File: src/sv/spt_pkg.sv
// Package for the sorted priority table: field widths, codes and control structs.
`timescale 1ns / 1ps
package spt_pkg;

  localparam int CMD_W  = 2;
  localparam int VAL_W  = 32;
  localparam int PRI_W  = 16;
  localparam int POS_W  = 4;
  localparam int ST_W   = 3;
  localparam int RPRI_W = 15;
  localparam int CNT_W  = 5;

  localparam logic [CMD_W-1:0] CMD_INS = 2'd0;
  localparam logic [CMD_W-1:0] CMD_DEL = 2'd1;
  localparam logic [CMD_W-1:0] CMD_RD  = 2'd2;
  localparam logic [CMD_W-1:0] CMD_NOP = 2'd3;

  localparam logic [ST_W-1:0] ST_OK    = 3'd0;
  localparam logic [ST_W-1:0] ST_NEG   = 3'd1;
  localparam logic [ST_W-1:0] ST_FULL  = 3'd2;
  localparam logic [ST_W-1:0] ST_NONE  = 3'd3;
  localparam logic [ST_W-1:0] ST_RANGE = 3'd4;

  typedef struct packed {
    logic start;
    logic step;
  } ctl_cmd_t;

  typedef struct packed {
    logic fin;
  } ctl_sts_t;

endpackage

File: src/sv/spt_in_if.sv
// Input channel interface: command beats into the table.
`timescale 1ns / 1ps
interface spt_in_if;
  import spt_pkg::*;

  logic                    valid;
  logic                    ready;
  logic [CMD_W-1:0]        command;
  logic signed [VAL_W-1:0] item_value;
  logic signed [PRI_W-1:0] item_priority;
  logic [POS_W-1:0]        position;

  modport source (output valid, command, item_value, item_priority, position, input ready);
  modport sink (input valid, command, item_value, item_priority, position, output ready);

endinterface

File: src/sv/spt_out_if.sv
// Result channel interface: one result beat per command.
`timescale 1ns / 1ps
interface spt_out_if;
  import spt_pkg::*;

  logic                    valid;
  logic                    ready;
  logic [ST_W-1:0]         status;
  logic signed [VAL_W-1:0] read_value;
  logic [RPRI_W-1:0]       read_priority;
  logic [CNT_W-1:0]        entry_count;
  logic [CNT_W-1:0]        removed_count;

  modport source (output valid, status, read_value, read_priority, entry_count,
                  removed_count, input ready);
  modport sink (input valid, status, read_value, read_priority, entry_count,
                removed_count, output ready);

endinterface

File: src/sv/spt_ctrl.sv
// Controller: accepts commands, runs the table scan and owns the result valid.
`timescale 1ns / 1ps
module spt_ctrl
  import spt_pkg::*;
(
  input  logic     clk,
  input  logic     rst_n,
  input  logic     in_valid,
  output logic     in_ready,
  output logic     out_valid,
  input  logic     out_ready,
  output ctl_cmd_t ctl_cmd,
  input  ctl_sts_t ctl_sts
);

  localparam logic S_IDLE = 1'b0;
  localparam logic S_SCAN = 1'b1;

  logic state_r, state_nxt;
  logic out_valid_r, out_valid_nxt;
  logic out_free;

  assign in_ready  = (state_r == S_IDLE);
  assign out_valid = out_valid_r;
  assign out_free  = !out_valid_r || out_ready;

  always_comb begin
    ctl_cmd.start = in_valid && in_ready;
    ctl_cmd.step  = (state_r == S_SCAN) && (!ctl_sts.fin || out_free);
  end

  always_comb begin
    state_nxt     = state_r;
    out_valid_nxt = out_valid_r;
    if (out_valid_r && out_ready) begin
      out_valid_nxt = 1'b0;
    end
    unique case (state_r)
      S_IDLE: begin
        if (ctl_cmd.start) begin
          state_nxt = S_SCAN;
        end
      end
      S_SCAN: begin
        if (ctl_cmd.step && ctl_sts.fin) begin
          state_nxt     = S_IDLE;
          out_valid_nxt = 1'b1;
        end
      end
      default: state_nxt = S_IDLE;
    endcase
  end

  always_ff @(posedge clk) begin
    if (!rst_n) begin
      state_r     <= S_IDLE;
      out_valid_r <= 1'b0;
    end else begin
      state_r     <= state_nxt;
      out_valid_r <= out_valid_nxt;
    end
  end

endmodule

File: src/sv/spt_datapath.sv
// Datapath: entry memory, occupancy, scan counters, compare and result register.
`timescale 1ns / 1ps
module spt_datapath
  import spt_pkg::*;
#(
  parameter int DEPTH = 16
) (
  input  logic                     clk,
  input  logic                     rst_n,
  input  ctl_cmd_t                 ctl_cmd,
  output ctl_sts_t                 ctl_sts,
  input  logic [CMD_W-1:0]         in_command,
  input  logic signed [VAL_W-1:0]  in_item_value,
  input  logic signed [PRI_W-1:0]  in_item_priority,
  input  logic [POS_W-1:0]         in_position,
  output logic [ST_W-1:0]          out_status,
  output logic signed [VAL_W-1:0]  out_read_value,
  output logic [RPRI_W-1:0]        out_read_priority,
  output logic [CNT_W-1:0]         out_entry_count,
  output logic [CNT_W-1:0]         out_removed_count
);

  localparam int CW = $clog2(DEPTH + 1);
  localparam int AW = $clog2(DEPTH);
  localparam int PW = (CW > POS_W) ? CW : POS_W;

  localparam logic [1:0] OP_INS  = 2'd0;
  localparam logic [1:0] OP_DEL  = 2'd1;
  localparam logic [1:0] OP_RD   = 2'd2;
  localparam logic [1:0] OP_NONE = 2'd3;

  logic signed [VAL_W-1:0]  mem_v [DEPTH];
  logic [RPRI_W-1:0]        mem_p [DEPTH];
  logic signed [VAL_W-1:0]  rd_v_r;
  logic [RPRI_W-1:0]        rd_p_r;

  logic [1:0]               op_r, op_nxt;
  logic signed [VAL_W-1:0]  val_r, val_nxt;
  logic [RPRI_W-1:0]        pri_r, pri_nxt;
  logic                     pneg_r, pneg_nxt;
  logic [AW-1:0]            pos_r, pos_nxt;
  logic [ST_W-1:0]          st_r, st_nxt;
  logic [CW-1:0]            occ_r, occ_nxt;
  logic [CW-1:0]            iss_r, iss_nxt;
  logic                     iss_act_r, iss_act_nxt;
  logic                     dat_vld_r, dat_vld_nxt;
  logic [CW-1:0]            dat_idx_r, dat_idx_nxt;
  logic [CW-1:0]            wr_ptr_r, wr_ptr_nxt;
  logic [CW-1:0]            rem_r, rem_nxt;

  logic [ST_W-1:0]          res_st_r, res_st_nxt;
  logic signed [VAL_W-1:0]  res_v_r, res_v_nxt;
  logic [RPRI_W-1:0]        res_p_r, res_p_nxt;
  logic [CNT_W-1:0]         res_cnt_r, res_cnt_nxt;
  logic [CNT_W-1:0]         res_rem_r, res_rem_nxt;

  logic                     rd_en;
  logic [AW-1:0]            rd_addr;
  logic                     wr_en;
  logic [AW-1:0]            wr_addr;
  logic signed [VAL_W-1:0]  wr_v;
  logic [RPRI_W-1:0]        wr_p;

  logic                     ent_before;
  logic                     ins_place;
  logic                     del_match;
  logic                     fin;
  logic                     done;
  logic                     in_pneg;
  logic                     tbl_full;
  logic                     pos_ok;

  assign in_pneg  = in_item_priority[PRI_W-1];
  assign tbl_full = (occ_r == CW'(DEPTH));
  assign pos_ok   = (PW'(in_position) < PW'(occ_r));

  assign ent_before = (rd_p_r != pri_r) ? (rd_p_r < pri_r) : (rd_v_r <= val_r);
  assign ins_place  = (dat_idx_r == '0) || ent_before;
  assign del_match  = !pneg_r && (rd_v_r == val_r) && (rd_p_r == pri_r);

  always_comb begin
    unique case (op_r)
      OP_INS:  fin = dat_vld_r && ins_place;
      OP_DEL:  fin = (occ_r == '0) || (dat_vld_r && (dat_idx_r == occ_r - 1'b1));
      OP_RD:   fin = dat_vld_r;
      default: fin = 1'b1;
    endcase
  end

  assign ctl_sts.fin = fin;
  assign done        = ctl_cmd.step && fin;

  always_comb begin
    rd_en   = 1'b0;
    rd_addr = pos_r;
    wr_en   = 1'b0;
    wr_addr = AW'(dat_idx_r);
    wr_v    = rd_v_r;
    wr_p    = rd_p_r;
    unique case (op_r)
      OP_INS: begin
        rd_en   = ctl_cmd.step && iss_act_r && (iss_r != '0);
        rd_addr = AW'(iss_r - 1'b1);
        wr_en   = ctl_cmd.step && dat_vld_r;
        if (ins_place) begin
          wr_v = val_r;
          wr_p = pri_r;
        end
      end
      OP_DEL: begin
        rd_en   = ctl_cmd.step && iss_act_r;
        rd_addr = AW'(iss_r);
        wr_en   = ctl_cmd.step && dat_vld_r && !del_match;
        wr_addr = AW'(wr_ptr_r);
      end
      OP_RD: begin
        rd_en = ctl_cmd.step && iss_act_r;
      end
      default: begin
        rd_en = 1'b0;
      end
    endcase
  end

  always_ff @(posedge clk) begin
    if (wr_en) begin
      mem_v[wr_addr] <= wr_v;
      mem_p[wr_addr] <= wr_p;
    end
    if (rd_en) begin
      rd_v_r <= mem_v[rd_addr];
      rd_p_r <= mem_p[rd_addr];
    end
  end

  always_comb begin
    op_nxt      = op_r;
    val_nxt     = val_r;
    pri_nxt     = pri_r;
    pneg_nxt    = pneg_r;
    pos_nxt     = pos_r;
    st_nxt      = st_r;
    occ_nxt     = occ_r;
    iss_nxt     = iss_r;
    iss_act_nxt = iss_act_r;
    dat_vld_nxt = dat_vld_r;
    dat_idx_nxt = dat_idx_r;
    wr_ptr_nxt  = wr_ptr_r;
    rem_nxt     = rem_r;
    res_st_nxt  = res_st_r;
    res_v_nxt   = res_v_r;
    res_p_nxt   = res_p_r;
    res_cnt_nxt = res_cnt_r;
    res_rem_nxt = res_rem_r;

    if (ctl_cmd.start) begin
      val_nxt     = in_item_value;
      pri_nxt     = in_item_priority[RPRI_W-1:0];
      pneg_nxt    = in_pneg;
      pos_nxt     = AW'(in_position);
      dat_vld_nxt = 1'b0;
      wr_ptr_nxt  = '0;
      rem_nxt     = '0;
      op_nxt      = OP_NONE;
      st_nxt      = ST_OK;
      iss_nxt     = '0;
      iss_act_nxt = 1'b0;
      unique case (in_command)
        CMD_INS: begin
          if (in_pneg) begin
            st_nxt = ST_NEG;
          end else if (tbl_full) begin
            st_nxt = ST_FULL;
          end else begin
            op_nxt      = OP_INS;
            iss_nxt     = occ_r;
            iss_act_nxt = 1'b1;
          end
        end
        CMD_DEL: begin
          op_nxt      = OP_DEL;
          iss_act_nxt = (occ_r != '0);
        end
        CMD_RD: begin
          if (pos_ok) begin
            op_nxt      = OP_RD;
            iss_act_nxt = 1'b1;
          end else begin
            st_nxt = ST_RANGE;
          end
        end
        CMD_NOP: begin
          op_nxt = OP_NONE;
        end
        default: op_nxt = OP_NONE;
      endcase
    end else if (ctl_cmd.step) begin
      dat_vld_nxt = iss_act_r;
      dat_idx_nxt = iss_r;
      unique case (op_r)
        OP_INS: begin
          if (iss_act_r) begin
            if (iss_r == '0) begin
              iss_act_nxt = 1'b0;
            end else begin
              iss_nxt = iss_r - 1'b1;
            end
          end
        end
        OP_DEL: begin
          if (iss_act_r) begin
            iss_nxt     = iss_r + 1'b1;
            iss_act_nxt = ((iss_r + 1'b1) != occ_r);
          end
          if (dat_vld_r) begin
            if (del_match) begin
              rem_nxt = rem_r + 1'b1;
            end else begin
              wr_ptr_nxt = wr_ptr_r + 1'b1;
            end
          end
        end
        default: begin
          iss_act_nxt = 1'b0;
        end
      endcase

      if (done) begin
        dat_vld_nxt = 1'b0;
        iss_act_nxt = 1'b0;
        res_st_nxt  = st_r;
        res_v_nxt   = '0;
        res_p_nxt   = '0;
        res_rem_nxt = '0;
        unique case (op_r)
          OP_INS: begin
            occ_nxt = occ_r + 1'b1;
          end
          OP_DEL: begin
            occ_nxt     = wr_ptr_nxt;
            res_rem_nxt = CNT_W'(rem_nxt);
            res_st_nxt  = (rem_nxt == '0) ? ST_NONE : ST_OK;
          end
          OP_RD: begin
            res_v_nxt = rd_v_r;
            res_p_nxt = rd_p_r;
          end
          default: begin
            occ_nxt = occ_r;
          end
        endcase
        res_cnt_nxt = CNT_W'(occ_nxt);
      end
    end
  end

  always_ff @(posedge clk) begin
    if (!rst_n) begin
      op_r      <= OP_NONE;
      occ_r     <= '0;
      iss_act_r <= 1'b0;
      dat_vld_r <= 1'b0;
    end else begin
      op_r      <= op_nxt;
      occ_r     <= occ_nxt;
      iss_act_r <= iss_act_nxt;
      dat_vld_r <= dat_vld_nxt;
    end
  end

  always_ff @(posedge clk) begin
    val_r     <= val_nxt;
    pri_r     <= pri_nxt;
    pneg_r    <= pneg_nxt;
    pos_r     <= pos_nxt;
    st_r      <= st_nxt;
    iss_r     <= iss_nxt;
    dat_idx_r <= dat_idx_nxt;
    wr_ptr_r  <= wr_ptr_nxt;
    rem_r     <= rem_nxt;
    res_st_r  <= res_st_nxt;
    res_v_r   <= res_v_nxt;
    res_p_r   <= res_p_nxt;
    res_cnt_r <= res_cnt_nxt;
    res_rem_r <= res_rem_nxt;
  end

  assign out_status        = res_st_r;
  assign out_read_value    = res_v_r;
  assign out_read_priority = res_p_r;
  assign out_entry_count   = res_cnt_r;
  assign out_removed_count = res_rem_r;

endmodule

File: src/sv/sorted_priority_table.sv
// Top level of the sorted priority table: controller plus datapath on two channels.
//
//   channel  dir  beat
//   in_ch    in   command, item_value, item_priority, position
//   out_ch   out  status, read_value, read_priority, entry_count, removed_count
//
// One beat in, one beat out. A read fetches one entry from accept to result; insert
// reads up to n entries and delete all n, n the entries held, walked by the single
// read port of the entry memory at one entry per cycle.
// Reset clears occupancy and control; entry memory is not cleared.
// A new beat is taken while a result waits; a scan holds at its last step
// until the result register is free.
`timescale 1ns / 1ps
module sorted_priority_table
  import spt_pkg::*;
#(
  parameter int DEPTH = 16
) (
  input  logic      clk,
  input  logic      rst_n,
  spt_in_if.sink    in_ch,
  spt_out_if.source out_ch
);

  ctl_cmd_t ctl_cmd;
  ctl_sts_t ctl_sts;

  spt_ctrl u_ctrl (
    .clk       (clk),
    .rst_n     (rst_n),
    .in_valid  (in_ch.valid),
    .in_ready  (in_ch.ready),
    .out_valid (out_ch.valid),
    .out_ready (out_ch.ready),
    .ctl_cmd   (ctl_cmd),
    .ctl_sts   (ctl_sts)
  );

  spt_datapath #(
    .DEPTH (DEPTH)
  ) u_datapath (
    .clk               (clk),
    .rst_n             (rst_n),
    .ctl_cmd           (ctl_cmd),
    .ctl_sts           (ctl_sts),
    .in_command        (in_ch.command),
    .in_item_value     (in_ch.item_value),
    .in_item_priority  (in_ch.item_priority),
    .in_position       (in_ch.position),
    .out_status        (out_ch.status),
    .out_read_value    (out_ch.read_value),
    .out_read_priority (out_ch.read_priority),
    .out_entry_count   (out_ch.entry_count),
    .out_removed_count (out_ch.removed_count)
  );

endmodule
File: src/flat_wrapper.sv
// flat-port wrapper written by rule: the top's interface ports become plain ports
module sorted_priority_table_flat import spt_pkg::*;
#(
  parameter int DEPTH = 16
)
  (clk, rst_n, in_ch_valid, in_ch_command, in_ch_item_value, in_ch_item_priority, in_ch_position, in_ch_ready, out_ch_valid, out_ch_status, out_ch_read_value, out_ch_read_priority, out_ch_entry_count, out_ch_removed_count, out_ch_ready);
  spt_in_if in_ch_i ();
  spt_out_if out_ch_i ();
  input  logic clk;
  input  logic rst_n;
  input wire logic [$bits(in_ch_i.valid)-1:0] in_ch_valid;
  input wire logic [$bits(in_ch_i.command)-1:0] in_ch_command;
  input wire logic [$bits(in_ch_i.item_value)-1:0] in_ch_item_value;
  input wire logic [$bits(in_ch_i.item_priority)-1:0] in_ch_item_priority;
  input wire logic [$bits(in_ch_i.position)-1:0] in_ch_position;
  output wire logic [$bits(in_ch_i.ready)-1:0] in_ch_ready;
  output wire logic [$bits(out_ch_i.valid)-1:0] out_ch_valid;
  output wire logic [$bits(out_ch_i.status)-1:0] out_ch_status;
  output wire logic [$bits(out_ch_i.read_value)-1:0] out_ch_read_value;
  output wire logic [$bits(out_ch_i.read_priority)-1:0] out_ch_read_priority;
  output wire logic [$bits(out_ch_i.entry_count)-1:0] out_ch_entry_count;
  output wire logic [$bits(out_ch_i.removed_count)-1:0] out_ch_removed_count;
  input wire logic [$bits(out_ch_i.ready)-1:0] out_ch_ready;
  assign in_ch_i.valid = in_ch_valid;
  assign in_ch_i.command = in_ch_command;
  assign in_ch_i.item_value = in_ch_item_value;
  assign in_ch_i.item_priority = in_ch_item_priority;
  assign in_ch_i.position = in_ch_position;
  assign in_ch_ready = in_ch_i.ready;
  assign out_ch_valid = out_ch_i.valid;
  assign out_ch_status = out_ch_i.status;
  assign out_ch_read_value = out_ch_i.read_value;
  assign out_ch_read_priority = out_ch_i.read_priority;
  assign out_ch_entry_count = out_ch_i.entry_count;
  assign out_ch_removed_count = out_ch_i.removed_count;
  assign out_ch_i.ready = out_ch_ready;
  sorted_priority_table #(.DEPTH(DEPTH)) u_core (.clk(clk), .rst_n(rst_n), .in_ch(in_ch_i), .out_ch(out_ch_i));
endmodule
File: config.mk
export PLATFORM = sky130hd
export DESIGN_NAME = sorted_priority_table_flat
export DESIGN_NICKNAME = d
export VERILOG_FILES = /design/src/sv/spt_pkg.sv /design/src/sv/spt_in_if.sv /design/src/sv/spt_out_if.sv /design/src/sv/spt_ctrl.sv /design/src/sv/spt_datapath.sv /design/src/sv/sorted_priority_table.sv /design/src/flat_wrapper.sv
export SDC_FILE = /design/constraint.sdc
export NUM_CORES = 1
export LEC_CHECK = 0
export ABC_AREA = 1
export ABC_CLOCK_PERIOD_IN_PS = 7200
export CAP_MARGIN = 20
export CORE_MARGIN = 8
export CORE_UTILIZATION = 55
export CTS_CLUSTER_SIZE = 24
export DETAILED_ROUTE_END_ITERATION = 8
export DONT_BUFFER_PORTS = 1
export PLACE_DENSITY_LB_ADDON = 0.2
export SLEW_MARGIN = 10
export SYNTH_ARGS = -nofsm -noshare
export SYNTH_HDL_FRONTEND = slang
export SYNTH_SLANG_ARGS = --single-unit
File: constraint.sdc
create_clock -name clk -period 7.2 [get_ports clk]
set_input_delay 0 -clock clk [delete_from_list [all_inputs] [get_ports clk]]
set_output_delay 0 -clock clk [all_outputs]
set_load 0.01 [all_outputs]
* Word-level counts from Yosys, hierarchy flattened
Memories as Yosys holds them, arrays and structs flattened. A register that Yosys moved wholly into a read port is not among the register bits. Cells that the tools add are included.
Cells by class: magnitude comparators 3, multiplexer cells 58, reduce and logical (&&, ||, !) cells 35, bitwise gates (word level) 3, equality and inequality tests 14, add/subtract/negate cells 6
Operators by type and width (number):
- $mux W5 | 16
- $mux W32 | 2
- $eq A32 B32 Y1 | 1
- $le A32 B32 Y1 | 1
- $mux W15 | 2
- $add A5 B1 Y5 const B | 4
- $logic_not A5 Y1 | 4
- $pmux W5 S2 | 2
- $mux W1 | 19
- $eq A15 B15 Y1 | 1
- $lt A15 B15 Y1 | 1
- $ne A15 B15 Y1 | 1
- $logic_and A1 B1 Y1 | 12
- $mux W2 | 5
- $reduce_bool A5 Y1 | 2
- $sub A5 B1 Y5 const B | 2
- $ne A3 B2 Y1 const B | 3
- $pmux W1 S2 | 4
- $pmux W2 S4 | 1
- $pmux W4 S2 | 1
- $eq A2 B2 Y1 const B | 3
- $mux W3 | 2
- $pmux W1 S3 | 2
- $pmux W3 S2 | 1
- other kinds (16) | 27
Storage, ports and cells: memories 2, register bits after elaboration 146, output and inout bits 62, input bits 58, memory bits (writable) 752
Memories:
- u_core.u_datapath.mem_v | words 16, bits a word 32, rd ports 1, clocked after Yosys merged registers in 1, write ports 1, RTL line spt_datapath.sv:32 | logic signed [VAL_W-1:0] mem_v [DEPTH];
- u_core.u_datapath.mem_p | words 16, bits a word 15, rd ports 1, clocked after Yosys merged registers in 1, write ports 1, RTL line spt_datapath.sv:33 | logic [RPRI_W-1:0] mem_p [DEPTH];

* Longest topological paths before layout
Gate-level depths: netlist (run 1).
depth after elaboration 13, depth in mapped cells 25, depth with buffers taken out 24

* Modules after synthesis
From an unflattened synthesis (run 1), not the netlist that was laid out.
Second synthesis, totals: cell total of the unflattened synthesis 3137, area, all modules 39824.4 um^2
Modules (own cells, without submodules):
- spt_datapath | instances 1, area each 39718.1 um^2, cells each 3122, seq. area each 28127.0 um^2
- spt_ctrl | instances 1, area each 106.4 um^2, cells each 15, seq. area each 40.0 um^2

* Least setup slack after synthesis (run 1)
OpenSTA, ideal clock, no wires.
path type reg2reg, start register u_core.u_datapath.rd_v_r[31] (read register of u_core.u_datapath.mem_v), end memory u_core.u_datapath.mem_p[4][0], enable pin, stages on the path, launching flop included 20, arrival time 3960 ps, buffers on the path 0, data required time 6748 ps, slack 2789 ps, cell sequence edfxtp_1 ha_1 nand2_1 nor2_2 nand2_2 nor2_2 nand2_1 nand2_1 nor2_1 nand3_1 nand3_1 nand2_1 nand2_1 nand2_1 nand2_2 nand2_4 nand2_4 inv_6 o21ai_4 nor2_1
On the way: longest elaborated chain between the ends 13
RTL lines:
- start: declaration | RTL line spt_datapath.sv:34 | logic signed [VAL_W-1:0] rd_v_r;
- $le A32 B32 Y1 | RTL line spt_datapath.sv:77 | assign ent_before = (rd_p_r != pri_r) ? (rd_p_r < pri_r) : (rd_v_r <= val_r);
- $mux W1 | RTL line spt_datapath.sv:77
- $logic_or A1 B1 Y1 | RTL line spt_datapath.sv:78 | assign ins_place = (dat_idx_r == '0) || ent_before;
- $logic_and A1 B1 Y1 | RTL line spt_datapath.sv:83 | OP_INS: fin = dat_vld_r && ins_place;
- $pmux W1 S3 | RTL line spt_datapath.sv:82 | unique case (op_r)
- $logic_not A1 Y1 | RTL line spt_ctrl.sv:29 | ctl_cmd.step = (state_r == S_SCAN) && (!ctl_sts.fin || out_free);
- $logic_or A1 B1 Y1 | RTL line spt_ctrl.sv:29
- $logic_and A1 B1 Y1 | RTL line spt_ctrl.sv:29
- $logic_and A1 B1 Y1 | RTL line spt_datapath.sv:104, spt_datapath.sv:113
- $logic_and A1 B1 Y1 | RTL line spt_datapath.sv:113 | wr_en = ctl_cmd.step && dat_vld_r && !del_match;
- $pmux W1 S2 * | RTL line spt_datapath.sv:100 | unique case (op_r)
- $mux W1 * | RTL line spt_datapath.sv:126 | if (wr_en) begin
- $mux W1 (not written as such) * | RTL line spt_datapath.sv:128 | mem_p[wr_addr] <= wr_p;
- end: declaration | RTL line spt_datapath.sv:33
Mark *: on every way between the ends. The rest lies on a longest branch, timed or not.

* Worst setup path after layout (run 1)
start register u_core.u_datapath.rd_v_r[31] (read register of u_core.u_datapath.mem_v), end memory u_core.u_datapath.mem_v[2][29], enable pin
On the way: longest elaborated chain between the ends 13
RTL lines:
- $le A32 B32 Y1 | RTL line spt_datapath.sv:77
- $mux W1 | RTL line spt_datapath.sv:77
- $logic_or A1 B1 Y1 | RTL line spt_datapath.sv:78
- $logic_and A1 B1 Y1 | RTL line spt_datapath.sv:83
- $pmux W1 S3 | RTL line spt_datapath.sv:82
- $logic_not A1 Y1 | RTL line spt_ctrl.sv:29
- $logic_or A1 B1 Y1 | RTL line spt_ctrl.sv:29
- $logic_and A1 B1 Y1 | RTL line spt_ctrl.sv:29
- $logic_and A1 B1 Y1 | RTL line spt_datapath.sv:104, spt_datapath.sv:113
- $logic_and A1 B1 Y1 | RTL line spt_datapath.sv:113
- $pmux W1 S2 * | RTL line spt_datapath.sv:100
- $mux W1 * | RTL line spt_datapath.sv:126
- $mux W1 (not written as such) * | RTL line spt_datapath.sv:127 | mem_v[wr_addr] <= wr_v;
- end: declaration | RTL line spt_datapath.sv:32
Marked as above.

==> impl_metrics.toml, run 1 <==
[clocking]
cts-resized-gates = 0
cts.sinks = 945
cts.htree.levels = 3
cts_buffer_depth = 3
cts_hold_buffers = 98
root_buffer = "clkbuf_16"
cts_tree = "done"
post_cts_buffers = 0
clk_pin_slew_ns = 0.06
clock_latency_ns = 0.66
numCtsBuffers = 96

[critical_path]
critPathKind = "register to register"
crit_arrival_ns = 5.66
cp-start-kind = "register"
r2r_slack_ns = 1.82
critPathMaxFanout = 30
cp-end-kind = "register"
cp.required_ns = 7.47

[power_and_ir_drop]
power.leakage_nw = 16.86
power.internal_mw = 9.207
p_clk_share_pct = 40.6
seq_power_share_pct = 50.9
switching_share_pct = 23.45
ir_worst_vdd_uv = 217.5
powerDensity_mw_per_mm2 = 266.6
p_total_mw = 12.03
power_switching_mw = 2.821
pwr-share-comb_pct = 8.5

[floorplanning]
dieArea_mm2 = 0.08101
initial_core_util_pct = 55.52
dieHeight_um = 284.6
fp.dieW_um = 284.6
core_mm2 = 0.07149
rows = 98
pin_count = 120

[drt]
route.vias.total = 24594
ant_nets = 0
drt-vias-per-instance = 5.750
wl_mm = 95.59
drt_iter0_drc = 2477
wire_per_inst_um = 22.35
first_pass_iters = 6
drc_errors = 0

[hold_path]
hp-class = "input port to register"

[finish]
final_common_cell = "edfxtp_1"
syn2layout_area_growth_pct = 13.69
mostFrequentLayoutCells = "edfxtp_1, nand2_1, inv_1"
drive_gt1_share_pct = 8.058
nets = 3362

[logic_synthesis]
ys.flop_type = "edfxtp_1"
synth_area_leaders = "edfxtp_1, nand2_1, inv_1, o21ai_0, o211ai_1"
synth_top_area_cell = "edfxtp_1"
synthCells = 3134
netlist.area_leader.share_pct = 69.91
syn_nets = 3252
ys_seq_area_share_pct = 70.97
synth_edf_count = 924
async_reset_ff_share_pct = 0
synth-seq-cells = 945
synth.avg_cell_area_um2 = 12.66
yosys_warnings = 0
syn_area_mm2 = 0.03969
yosysUniqueCellTypes = 50

[global_route]
grt_pass1_vias = 24076
antenna_found_initial = 1
grt_usage_pct = 23.12
grt_max_degree = 222
grt_pass1_wl_mm = 145.1
grt_remaining_overflow = 0

[sta]
period_share_pct = 74.76
finClkSkew_ns = 0.02438
relSlewSlack_pct = 22.01
slew_viol_final = 0
worstMarginPinSlew_ns = 1.167
max_clock_freq_ghz = 0.1858
hold_violations = 0
whs_ns = 0.01963
rsz0062_at_grt = "no"
setup_tns_ns = 0
finalCriticalPeriod_ns = 5.383
setup_viol = 0

[placement]
portBuffers = 0
gp_congestion = 0.8413
place_hpwl_mm = 55.57

[run]
maxCapViolCount = 0

[status]
status = "completed"
-- sequential cells by signal, summed over array words and instances, names as in the netlist, 15 cells and up --
signal                               count
u_core.u_datapath.mem_v                512
u_core.u_datapath.mem_p                240
u_core.u_datapath.out_read_value        32
u_core.u_datapath.rd_v_r                32
u_core.u_datapath.val_r                 32
u_core.u_datapath.out_read_priority     15
u_core.u_datapath.pri_r                 15
u_core.u_datapath.rd_p_r                15
-- final timing paths --
path                                 startpoint                        endpoint  cells past startpoint
setup / recovery   u_core.u_datapath.rd_v_r[31]  u_core.u_datapath.mem_v[2][29]                     18
hold / removal           in_ch_item_priority[5]      u_core.u_datapath.pri_r[5]                      1
setup reg to reg   u_core.u_datapath.rd_v_r[31]  u_core.u_datapath.mem_v[2][29]                     18
hold reg to reg   u_core.u_datapath.wr_ptr_r[4]   u_core.u_datapath.wr_ptr_r[4]                      2
-- area by class of cell --
class / instances / area [µm²]
multi-input cells: 1569 / 9143
clock inverters: 72 / 659.4
clock buffers: 108 / 2447
fillers: 5296 / 26360
flip-flops and latches: 945 / 28170
repair buffers: 184 / 1818
diodes: 1 / 2.502
inverters: 448 / 1697
well taps: 950 / 1189
-- through the flow --
stage	cell area (µm²)	std cells	worst slack, ns	utilization, %
final	45120	4277	1.817	63.12
after global routing	45120	4276	1.557	63.12
after CTS	45070	4272	1.822	63.05
after detailed placement	40980	3994	1.881	57.33
after global placement	40830	3985	1.876	57.11
after floorplan	39690	3134	2.789	-
-- routing by layer --
layer  up-vias  routed length, µm  track usage [%]
met3       144               6910            3.463
met2       946              45250            37.20
met5         -                  0                0
li1      11440                  -                -
met1     12064              40880            32.37
met4         0               2546            7.509
-- power groups by stage --
stage	Clock, mW	Sequential (mW)	Combinational, mW
after floorplan	0	6.22	0.702
after global placement	0	6.24	0.943
after detailed placement	0	6.24	0.962
after CTS	4.96	6.12	1.02
after global routing	5.16	6.12	1.13
final	4.88	6.12	1.02
-- critical path, stage by stage, from the launching register on --
cell      delay, ns
edfxtp_1       0.45
ha_1           0.56
nand2_1        0.14
nor2_2         0.33
nand2_2        0.13
nor3_2         0.35
nand2_1        0.14
nand3_1        0.09
nand3_1        0.25
nand2_1        0.14
nand2_1        0.16
nand2_1        0.11
nand2_2        0.09
nand2_4        0.09
nand2_4        0.11
inv_6          0.14
o21ai_4        0.28
nor2_4         0.72
buf_4          0.65
-- kinds of logic after synthesis --
group | after synthesis | synth area share (%)
adder cells (fa/ha/maj) | 60 | 1.892
buffers and inverters | 620 | 6.311
XOR/XNOR | 20 | 0.4414
AND/OR/NAND/NOR | 659 | 6.731
multiplexers | 95 | 2.396
flip-flops | 945 | 70.97
AO/OA/AOI/OAI | 735 | 11.26
-- Yosys cell counts (40+ instances only) --
cell type	count
o21ai_0	329
o311ai_1	40
edfxtp_1	924
buf_2	59
clkbuf_1	78
nor2_1	100
nand2_1	454
mux2i_1	95
inv_1	441
a21oi_1	134
o211ai_1	140
ha_1	60
nand3_1	62
o221ai_1	55
Note: power is estimated with default switching activity, not from simulation.
==> inputs of run 2 (changes only) <==
- ABC_CLOCK_PERIOD_IN_PS: 7200 -> 5400
- clock period: 7.2 -> 5.4 ns (I/O delays scaled with it)
==> impl_metrics.toml, run 2 (synthesis results as in run 1) <==
[critical_path]
cp-start-kind = "register"
cp.required_ns = 5.68
crit_arrival_ns = 5.04
cp-end-kind = "register"
rr_endpoint = "u_core.u_datapath.mem_p[8][10]"
r2r_slack_ns = 0.63
critPathMaxFanout = 29
reg2regPathDepth = 19
critPathKind = "register to register"
timing.rr.start = "u_core.u_datapath.rd_v_r[19]"

[drt]
ant_nets = 0
route.vias.total = 24737
drc_errors = 0
first_pass_iters = 6
wl_mm = 96.74
drt_iter0_drc = 2397
wire_per_inst_um = 22.63
drt-vias-per-instance = 5.788

[finish]
final_common_cell = "edfxtp_1"
nets = 3361
mostFrequentLayoutCells = "edfxtp_1, nand2_1, inv_1"
top_register = "u_core.u_datapath.mem_v"
top_regs = "u_core.u_datapath.mem_v (512), u_core.u_datapath.mem_p (240)"
postLayoutCoreUtil_pct = 63.30
syn2layout_area_growth_pct = 14.01
drive_gt1_share_pct = 8.338
largest_register_ffs = 512
regArea_mm2 = 0.02817
fill_cells = 5204
final_cell_area_mm2 = 0.04525
multi_input_area_mm2 = 0.009139

[floorplanning]
initial_core_util_pct = 55.52
dieArea_mm2 = 0.08101
dieHeight_um = 284.6
pin_count = 120
rows = 98
fp.dieW_um = 284.6
core_mm2 = 0.07149

[hold_path]
worstHoldStart = "in_ch_item_priority[5]"
hp-class = "input port to register"
hold_end = "u_core.u_datapath.pri_r[5]"
hold_depth = 1

[clocking]
clk_pin_slew_ns = 0.06
numCtsBuffers = 96
cts_tree = "done"
cts_buffer_depth = 3
cts.htree.levels = 3
cts_hold_buffers = 90
root_buffer = "clkbuf_16"
clock_latency_ns = 0.65
cts.sinks = 945
post_cts_buffers = 0
cts-resized-gates = 0

[placement]
gp_congestion = 0.8392
portBuffers = 0
placed_area_mm2 = 0.04111
place_hpwl_mm = 56.90

[run]
maxCapViolCount = 0

[sta]
hold_violations = 0
max_clock_freq_ghz = 0.2098
finClkSkew_ns = 0.02111
period_share_pct = 88.25
setup_viol = 0
relSlewSlack_pct = 22.25
setup_tns_ns = 0
rsz0062_at_grt = "no"
slew_viol_final = 0
finalCriticalPeriod_ns = 4.766
worstMarginPinSlew_ns = 1.166

[power_and_ir_drop]
p_total_mw = 16.34
ir_worst_vdd_uv = 280.9
power.leakage_nw = 16.95
powerDensity_mw_per_mm2 = 361.2

[status]
status = "completed"

[global_route]
grt_max_degree = 249
grt_pass1_wl_mm = 145.9
grt_usage_pct = 23.19
antenna_found_initial = 5
grt_pass1_vias = 24053
grt_remaining_overflow = 0
## run 2: cell types whose count changed in the layout (fill, tap and decap cells not counted), moves of 5 or more
cell,previous run,this run
clkinv_1,29,18
buf_12,8,18
dlygate4sd3_1,98,90
clkinv_2,14,21
clkinvlp_4,10,3
o21ai_0,321,328
o21ai_1,20,14
bufinv_16,10,15
clkbuf_1,12,17
## run 2: routing by layer
layer	GRT usage (%)	share of wire, %	vias to the layer above
li1	-	-	11418
met2	38.71	49	893
met4	6.924	2.5	6
met1	31.23	41	12265
met3	3.870	7.4	155
met5	0	0.036	-
## run 2: how the worst max path moves through the flow
stage	cells after the start	to	slack (ns)	startpoint
final	19	u_core.u_datapath.mem_p[8][10]	0.63	u_core.u_datapath.rd_v_r[19]
after global routing	19	u_core.u_datapath.mem_p[6][6]	0.35	u_core.u_datapath.rd_v_r[19]
after CTS	18	u_core.u_datapath.mem_p[6][1]	0.68	u_core.u_datapath.rd_v_r[31]
after detailed placement	18	u_core.u_datapath.mem_v[6][3]	0.70	u_core.u_datapath.rd_v_r[31]
after global placement	23	u_core.u_datapath.mem_p[8][10]	0.76	u_core.u_datapath.rd_v_r[3]
after floorplan	19	u_core.u_datapath.mem_p[4][0]	0.99	u_core.u_datapath.rd_v_r[31]
## run 2: stage by stage
step                      hold WS, ns  instances  worst slack [ns]
after global placement        0.09896       4004            0.7647
after CTS                    0.002510       4271            0.6846
after detailed placement      0.09893       4004            0.6953
final                         0.02937       4274            0.6345
after floorplan               0.09887       3134            0.9886
after global routing          0.02168       4273            0.3520
## run 2: report_power, final
part | total, mW | internal (mW) | switching (mW)
Sequential | 8.16 | 8.09 | 0.0670
Clock | 6.80 | 4.02 | 2.78
Combinational | 1.38 | 0.436 | 0.944
Total | 16.3 | 12.6 | 3.79
## run 2: critical path, stage by stage (launching register included)
cell and delay [ns]:
edfxtp_1 0.41, ha_1 0.35, a21oi_1 0.15, o21ai_0 0.28
nand2_1 0.14, nand2_1 0.06, nor2_1 0.22, nand2_1 0.10
nand2_1 0.06, nand3_1 0.22, nand2_1 0.13, nand2_1 0.18
nand2_1 0.13, nand2_2 0.09, nand2_4 0.09, nand2_4 0.12
inv_6 0.14, o21ai_4 0.28, nor2_4 0.59, buf_4 0.60
## run 2: layout make-up
| cell class | instances | share of cell area [%] |
|---|---|---|
| tap | 950 | 2.627 |
| inverter | 448 | 3.749 |
| timing repair buffer | 183 | 4.032 |
| multi-input combinational | 1569 | 20.20 |
| clock buffer | 114 | 5.505 |
| antenna | 2 | 0.01106 |
| sequential | 945 | 62.25 |
| clock inverter | 63 | 1.631 |
